<file path="config.mk">
export PLATFORM = sky130hd
export DESIGN_NAME = mi3_fifo
export DESIGN_NICKNAME = d
export VERILOG_FILES = /design/src/rtl/mi3_pkg.sv /design/src/rtl/mi3_fifo.sv
export SDC_FILE = /design/constraint.sdc
export NUM_CORES = 1
export LEC_CHECK = 0
export ABC_AREA = 1
export ABC_CLOCK_PERIOD_IN_PS = 43400
export BUFFER_PORTS_ARGS = -buffer_cell sky130_fd_sc_hd__buf_4
export CORE_AREA = 5 5 531 533
export DETAILED_ROUTE_END_ITERATION = 16
export DIE_AREA = 0 0 536 538
export HOLD_SLACK_MARGIN = 0.12
export PLACE_DENSITY = 0.42
export SLEW_MARGIN = 20
export SYNTH_ARGS = -nofsm -noshare
export SYNTH_HDL_FRONTEND = slang
export SYNTH_SLANG_ARGS = --single-unit
</file>
<file path="constraint.sdc">
create_clock -name i_clk -period 43.4 [get_ports i_clk]
set_input_delay 8.68 -clock i_clk [delete_from_list [all_inputs] [get_ports i_clk]]
set_output_delay 8.68 -clock i_clk [all_outputs]
set_load 0.05 [all_outputs]
</file>
<file path="src/rtl/mi3_pkg.sv">
// shared types and constants for the 3x3 matrix inverse
`timescale 1ns / 1ps
`default_nettype none

package mi3_pkg;

    localparam int unsigned FRAC_BITS_DEF = 24;
    localparam int unsigned WORD_W        = 32;
    localparam int unsigned N_ENT         = 9;
    localparam int unsigned N_ROW         = 3;
    localparam int unsigned PROD_W        = 64;
    localparam int unsigned ADJ_W         = 64;
    localparam int unsigned TERM_W        = 97;
    localparam int unsigned DET_W         = 98;
    localparam int unsigned MAG_W         = 97;
    localparam int unsigned QUO_W         = 33;
    localparam int unsigned QUEUE_DEPTH   = 2;
    localparam logic [WORD_W-1:0] THR_RESET = 32'd168;

    // saturation limits of the rounded quotient magnitude
    localparam logic [QUO_W-1:0] LIM_POS = 33'h0_7FFF_FFFF;
    localparam logic [QUO_W-1:0] LIM_NEG = 33'h0_8000_0000;

    // adj[k] = e[a]*e[b] - e[c]*e[d], entries indexed 3*row + col
    localparam int unsigned COF_IDX [N_ENT][4] = '{
        '{4, 8, 5, 7},
        '{2, 7, 1, 8},
        '{1, 5, 2, 4},
        '{5, 6, 3, 8},
        '{0, 8, 2, 6},
        '{2, 3, 0, 5},
        '{3, 7, 4, 6},
        '{1, 6, 0, 7},
        '{0, 4, 1, 3}
    };

    typedef struct packed {
        logic signed [WORD_W-1:0] e00;
        logic signed [WORD_W-1:0] e01;
        logic signed [WORD_W-1:0] e02;
        logic signed [WORD_W-1:0] e10;
        logic signed [WORD_W-1:0] e11;
        logic signed [WORD_W-1:0] e12;
        logic signed [WORD_W-1:0] e20;
        logic signed [WORD_W-1:0] e21;
        logic signed [WORD_W-1:0] e22;
    } t_mat_in;

    typedef struct packed {
        logic signed [WORD_W-1:0] r00;
        logic signed [WORD_W-1:0] r01;
        logic signed [WORD_W-1:0] r02;
        logic signed [WORD_W-1:0] r10;
        logic signed [WORD_W-1:0] r11;
        logic signed [WORD_W-1:0] r12;
        logic signed [WORD_W-1:0] r20;
        logic signed [WORD_W-1:0] r21;
        logic signed [WORD_W-1:0] r22;
        logic                     singular;
    } t_mat_out;

    // one classified matrix waiting for the divider
    typedef struct packed {
        logic [N_ENT-1:0][ADJ_W-1:0] adj;
        logic [MAG_W-1:0]            det_mag;
        logic                        det_neg;
        logic                        singular;
    } t_job;

endpackage

`default_nettype wire

</file>
<file path="src/rtl/mi3_fifo.sv">
// short queue between the front end and the divider
`timescale 1ns / 1ps
`default_nettype none

module mi3_fifo #(
    parameter int unsigned DEPTH = mi3_pkg::QUEUE_DEPTH
) (
    input  wire logic          i_clk,
    input  wire logic          i_rst_n,
    input  wire logic          i_push,
    input  mi3_pkg::t_job      i_data,
    output logic               o_full,
    input  wire logic          i_pop,
    output mi3_pkg::t_job      o_data,
    output logic               o_empty
);

    localparam int unsigned PW = (DEPTH > 1) ? $clog2(DEPTH) : 1;

    mi3_pkg::t_job  r_mem [DEPTH];
    logic [PW-1:0]  r_wp, r_rp;
    logic [PW:0]    r_cnt;

    assign o_full  = (r_cnt == (PW+1)'(DEPTH));
    assign o_empty = (r_cnt == '0);
    assign o_data  = r_mem[r_rp];

    always_ff @(posedge i_clk) begin
        if (!i_rst_n) begin
            r_wp  <= '0;
            r_rp  <= '0;
            r_cnt <= '0;
        end else begin
            if (i_push) begin
                r_wp <= (r_wp == PW'(DEPTH-1)) ? '0 : r_wp + 1'b1;
            end
            if (i_pop) begin
                r_rp <= (r_rp == PW'(DEPTH-1)) ? '0 : r_rp + 1'b1;
            end
            case ({i_push, i_pop})
                2'b10:   r_cnt <= r_cnt + 1'b1;
                2'b01:   r_cnt <= r_cnt - 1'b1;
                default: r_cnt <= r_cnt;
            endcase
        end
    end

    always_ff @(posedge i_clk) begin
        if (i_push) begin
            r_mem[r_wp] <= i_data;
        end
    end

endmodule

`default_nettype wire

</file>
# After elaboration in Yosys (flattened, before gate mapping)
# Memories as Yosys holds them, arrays and structs flattened. A register that Yosys moved wholly into a read port is not among the register bits.
# Index checks and enable logic that the tools add are counted.
dict set report op_classes {
  reduce_logical 2
  n_eq_ne 3
  n_addsub 4
  n_mux 7
}
# operator count
set op_table {}
lappend op_table {{1-bit two-way mux} 6}
lappend op_table {{2-bit == test (second input constant)} 2}
lappend op_table {{2-bit one-hot mux with 2 select lines} 1}
lappend op_table {{1-bit adder (second input constant)} 2}
lappend op_table {{2-bit by 1-bit adder with 2-bit output (second input constant)} 1}
lappend op_table {{2-bit by 1-bit == test with 1-bit output (second input constant)} 1}
lappend op_table {{2-bit zero test} 1}
lappend op_table {{2-bit nonzero test} 1}
lappend op_table {{2-bit by 1-bit subtractor with 2-bit output (second input constant)} 1}
dict set report totals {
  output_inout_bits 677
  ram_bits 1350
  word_cells 20
  mem_count 1
  ff_bits 4
}
# memory depth word_bits rd rd_ports_with_merged_regs wr line_no
set mem_list {}
lappend mem_list {r_mem 2 675 1 1 1 mi3_fifo.sv:20} ;# mi3_pkg::t_job r_mem [DEPTH];

# Longest topological paths before layout
dict set report logic_depth {
  word_depth 4
  mapped_depth 7
  mapped_depth_nobuf 7
}

# Worst setup path after synthesis
# Ideal clock, no wire load.
dict set report synth_path {
  kind {input port to flip-flop}
  start {in i_push}
  end {mem r_mem[0][0] in the netlist's numbering (enable)}
  n_path_buf 0
  path_stages 2
  arrival_time_ns 36.974
  path_slack_ns 4.674
  path_cell_list {inv_1 -> nor2_1}
}
dict set report synth_between {
  elab_chain_cells 2
}
# element line_no
set synth_lines {}
lappend synth_lines {{from (decl)} mi3_fifo.sv:10} ;# input wire logic i_push,
lappend synth_lines {{1-bit two-way mux} mi3_fifo.sv:49} ;# if (i_push) begin
lappend synth_lines {{1-bit two-way mux (implied by the code)} mi3_fifo.sv:50} ;# r_mem[r_wp] <= i_data;
lappend synth_lines {{to (decl)} mi3_fifo.sv:20}
# Every way passes these cells.

==> flow_metrics.env <==
export IMPL_status="completed"
export IMPL_worstMarginPinSlew_ns=1.02
export IMPL_ys_ff_latch=1355
export IMPL_worstPathRequired_ns=34.72
export IMPL_min_path_type="reg -> reg"
export IMPL_areaGrowthSynthToFinish_pct=38.9
export IMPL_dp_cells=7155
export IMPL_final_cell_area_um2=68400
export IMPL_yosys_area_top_type="edfxtp_1"
export IMPL_drt_first_pass_iters=6
export IMPL_io_pin_count=1356
export IMPL_finalPower_uw=3340
export IMPL_grt_overflow=0
export IMPL_drive_gt1_share_pct=61.1
export IMPL_grt_antenna_before_repair=43
export IMPL_drc=0
export IMPL_nFillCells=28500
export IMPL_gp_congestion=0.834
export IMPL_tns_ns=0
export IMPL_syn_area_per_cell_um2=23.1
export IMPL_dieHeight_um=538
export IMPL_rsz0062_at_grt="false"
export IMPL_chipWidth_um=536
export IMPL_regToRegStartpoint="r_wp"
export IMPL_met3_usage_pct=5.92
export IMPL_vias=26300
export IMPL_fp_coreArea_um2=276000
export IMPL_use_met2_pct=18.4
export IMPL_cp_max_fo=63
export IMPL_met1_usage_pct=13.2
export IMPL_critPathBufInv=6
export IMPL_slowest_delay_ns=0.89
export IMPL_synth_cell_types=13
export IMPL_fin_crit_sh_pct=34.4
export IMPL_cpMostUsedCell="buf_4"
export IMPL_via_per_inst=3.54
export IMPL_top_usage_layer="met2"
export IMPL_rrSetupSlack_ns=36.03
export IMPL_hpwlAfterDp_um=132000
export IMPL_maxCapViolCount=0
export IMPL_slew_headroom_pct=31.7
export IMPL_nets=4293
export IMPL_clock_sinks=1355
export IMPL_insertion_delay_ns=0.77
export IMPL_rows=193
export IMPL_postCtsHoldBufs=0
export IMPL_yosysTopAreaCellShare_pct=82.3
export IMPL_ys_warn_count=0
export IMPL_syn_nets=2815
export IMPL_cts_tree="done"
export IMPL_crit_family="buffers and inverters"
export IMPL_h_tree_depth=4
export IMPL_grt_pass1_wl_um=232000
export IMPL_placed_area_um2=63500
export IMPL_setup_violations=0
export IMPL_gr_usage_all_layers_pct=11.4
export IMPL_synthesis_area_um2=49300
export IMPL_wirelength_um=175000
export IMPL_p_leak_uw=0.0245
export IMPL_port_buffer_count=1355
export IMPL_max_vdd_ir_drop_mv=0.0317
export IMPL_final_hold_viol_count=0
export IMPL_grt_pass1_vias=28000
export IMPL_cp_cell_sequence="buf_4 -> buf_4 -> buf_4 -> buf_4 -> buf_4 -> mux2_2 -> buf_4"
export IMPL_die_area_um2=288000
export IMPL_synth_seq_area_share_pct=82.5
export IMPL_p_per_area_nw_per_um2=48.8
export IMPL_worstPathArrival_ns=6.27
export IMPL_skew_ns=0.0213
export IMPL_worstSetupPathType="reg -> out"
export IMPL_endpoint_kind="output pin"
export IMPL_root_buffer="clkbuf_16"
export IMPL_grt_max_degree=130
export IMPL_synthCells=2135
export IMPL_hp_start="r_rp"
export IMPL_start_util_pct=17.9
export IMPL_stdcell_count=7442
export IMPL_synth_area_leaders="edfxtp_1, mux2_2, buf_6, clkbuf_8, dfxtp_1"
export IMPL_final_antenna_net_count=0
export IMPL_dr_first_iter_drc_count=1519
export IMPL_cts_clk_slew_worst_paths_ns=0.05
export IMPL_finalWorstPathRequiredPeriod_ns=14.95
export IMPL_post_cts_resized=0
export IMPL_reg2reg_depth=9
export IMPL_wl_per_cell_um=23.6
export IMPL_cp_slowest_cell="dfxtp_4"
export IMPL_rr_endpoint="r_mem[1][11]"
export IMPL_critPathLaunchType="flop"
export IMPL_clock_path_buffers=4
export IMPL_min_path_cells=2
export IMPL_fmax_ghz=0.0669
export IMPL_cp_depth=7
export IMPL_maxSlewViolCount=0
export IMPL_numCtsBuffers=161
export IMPL_post_cts_buffers=0
==> layer usage <==
layer  up-vias  routed length (um)
li1      11500                   -
met1     13300               68400
met2      1168               81300
met3       253               21100
met4        44                4330
met5         -                 261
==> cells in the final DEF, fill, tap and decap left out <==
master / Yosys / layout
nand2_1: 8 / 8
buf_12: 0 / 1
mux2_2: 675 / 675
clkinv_4: 0 / 3
inv_1: 6 / 5
diode_2: 0 / 7
clkbuf_16: 0 / 166
o21ai_0: 1 / 1
nor2_1: 12 / 11
nor2_4: 0 / 1
bufinv_16: 0 / 9
inv_16: 0 / 1
buf_6: 43 / 1
edfxtp_1: 1350 / 1350
dfxtp_4: 0 / 1
clkinv_2: 0 / 27
inv_6: 0 / 3
buf_4: 0 / 1388
inv_8: 0 / 1
nand4_1: 1 / 1
clkbuf_1: 0 / 31
clkinv_1: 0 / 37
clkinv_16: 0 / 1
ha_1: 1 / 1
a21oi_1: 1 / 1
clkinv_8: 0 / 2
dfxtp_1: 5 / 4
==> how the worst max path moves through the flow <==
stage / from / to / slack (ns)
after floorplan: i_push / r_mem[0][0] / 4.67
after global placement: i_push / r_mem[1][88] / 27.37
after detailed placement: i_push / r_mem[1][89] / 27.41
after CTS: flop / o_data[653] / 28.10
after global routing: flop / o_data[653] / 27.95
final: flop / o_data[653] / 28.45
==> flip-flops by register name, indices dropped and copies added (netlist names), named ones only <==
register  count
r_cnt         2
r_mem      1350
r_rp          1
r_wp          1
==> cell type report <==
class / count / area (um2) / share of cell area [%]
Sequential cell: 1355 / 40600 / 59.4
Clock buffer: 197 / 4270 / 6.24
Multi-Input combinational cell: 699 / 7710 / 11.3
Clock inverter: 83 / 679 / 0.993
Inverter: 6 / 30.0 / 0.0439
Tap cell: 3705 / 4640 / 6.77
Timing Repair Buffer: 1390 / 10500 / 15.3
Antenna cell: 7 / 17.5 / 0.0256
==> worst min-delay path: stages, from the launching register on <==
cell and delay (ns):
dfxtp_1 0.32, nor2_1 0.06, nor2_1 0.08
==> power by group <==
group	total [uW]	internal [uW]	switching (uW)
registers	1530	1520	14.4
logic	523	168	355
clock network	1280	751	531
total	3340	2440	901
==> through the flow <==
stage	setup slack [ns]	util (%)	hold WS, ns
2_1_floorplan	4.67	-	0.463
3_3_place_gp	27.37	23.0	0.480
3_5_place_dp	27.41	23.0	0.494
4_1_cts	28.10	24.8	0.507
5_1_grt	27.95	24.8	0.536
6_report	28.45	24.8	0.498
==> cell usage after synthesis <==
master / count
a21oi_1: 1
buf_2: 2
buf_6: 43
clkbuf_8: 30
dfxtp_1: 5
edfxtp_1: 1350
ha_1: 1
inv_1: 6
mux2_2: 675
nand2_1: 8
nand4_1: 1
nor2_1: 12
o21ai_0: 1
==> logic make-up after synthesis <==
kind of cell    Yosys count  synth area share, %
flops                  1355                 82.5
compound gates            2               0.0203
buf+inv                  81                 1.89
mux                     675                 15.4
fa+ha+maj                 1               0.0254
simple gates             21                0.165
(Power assumes the default switching activity.)
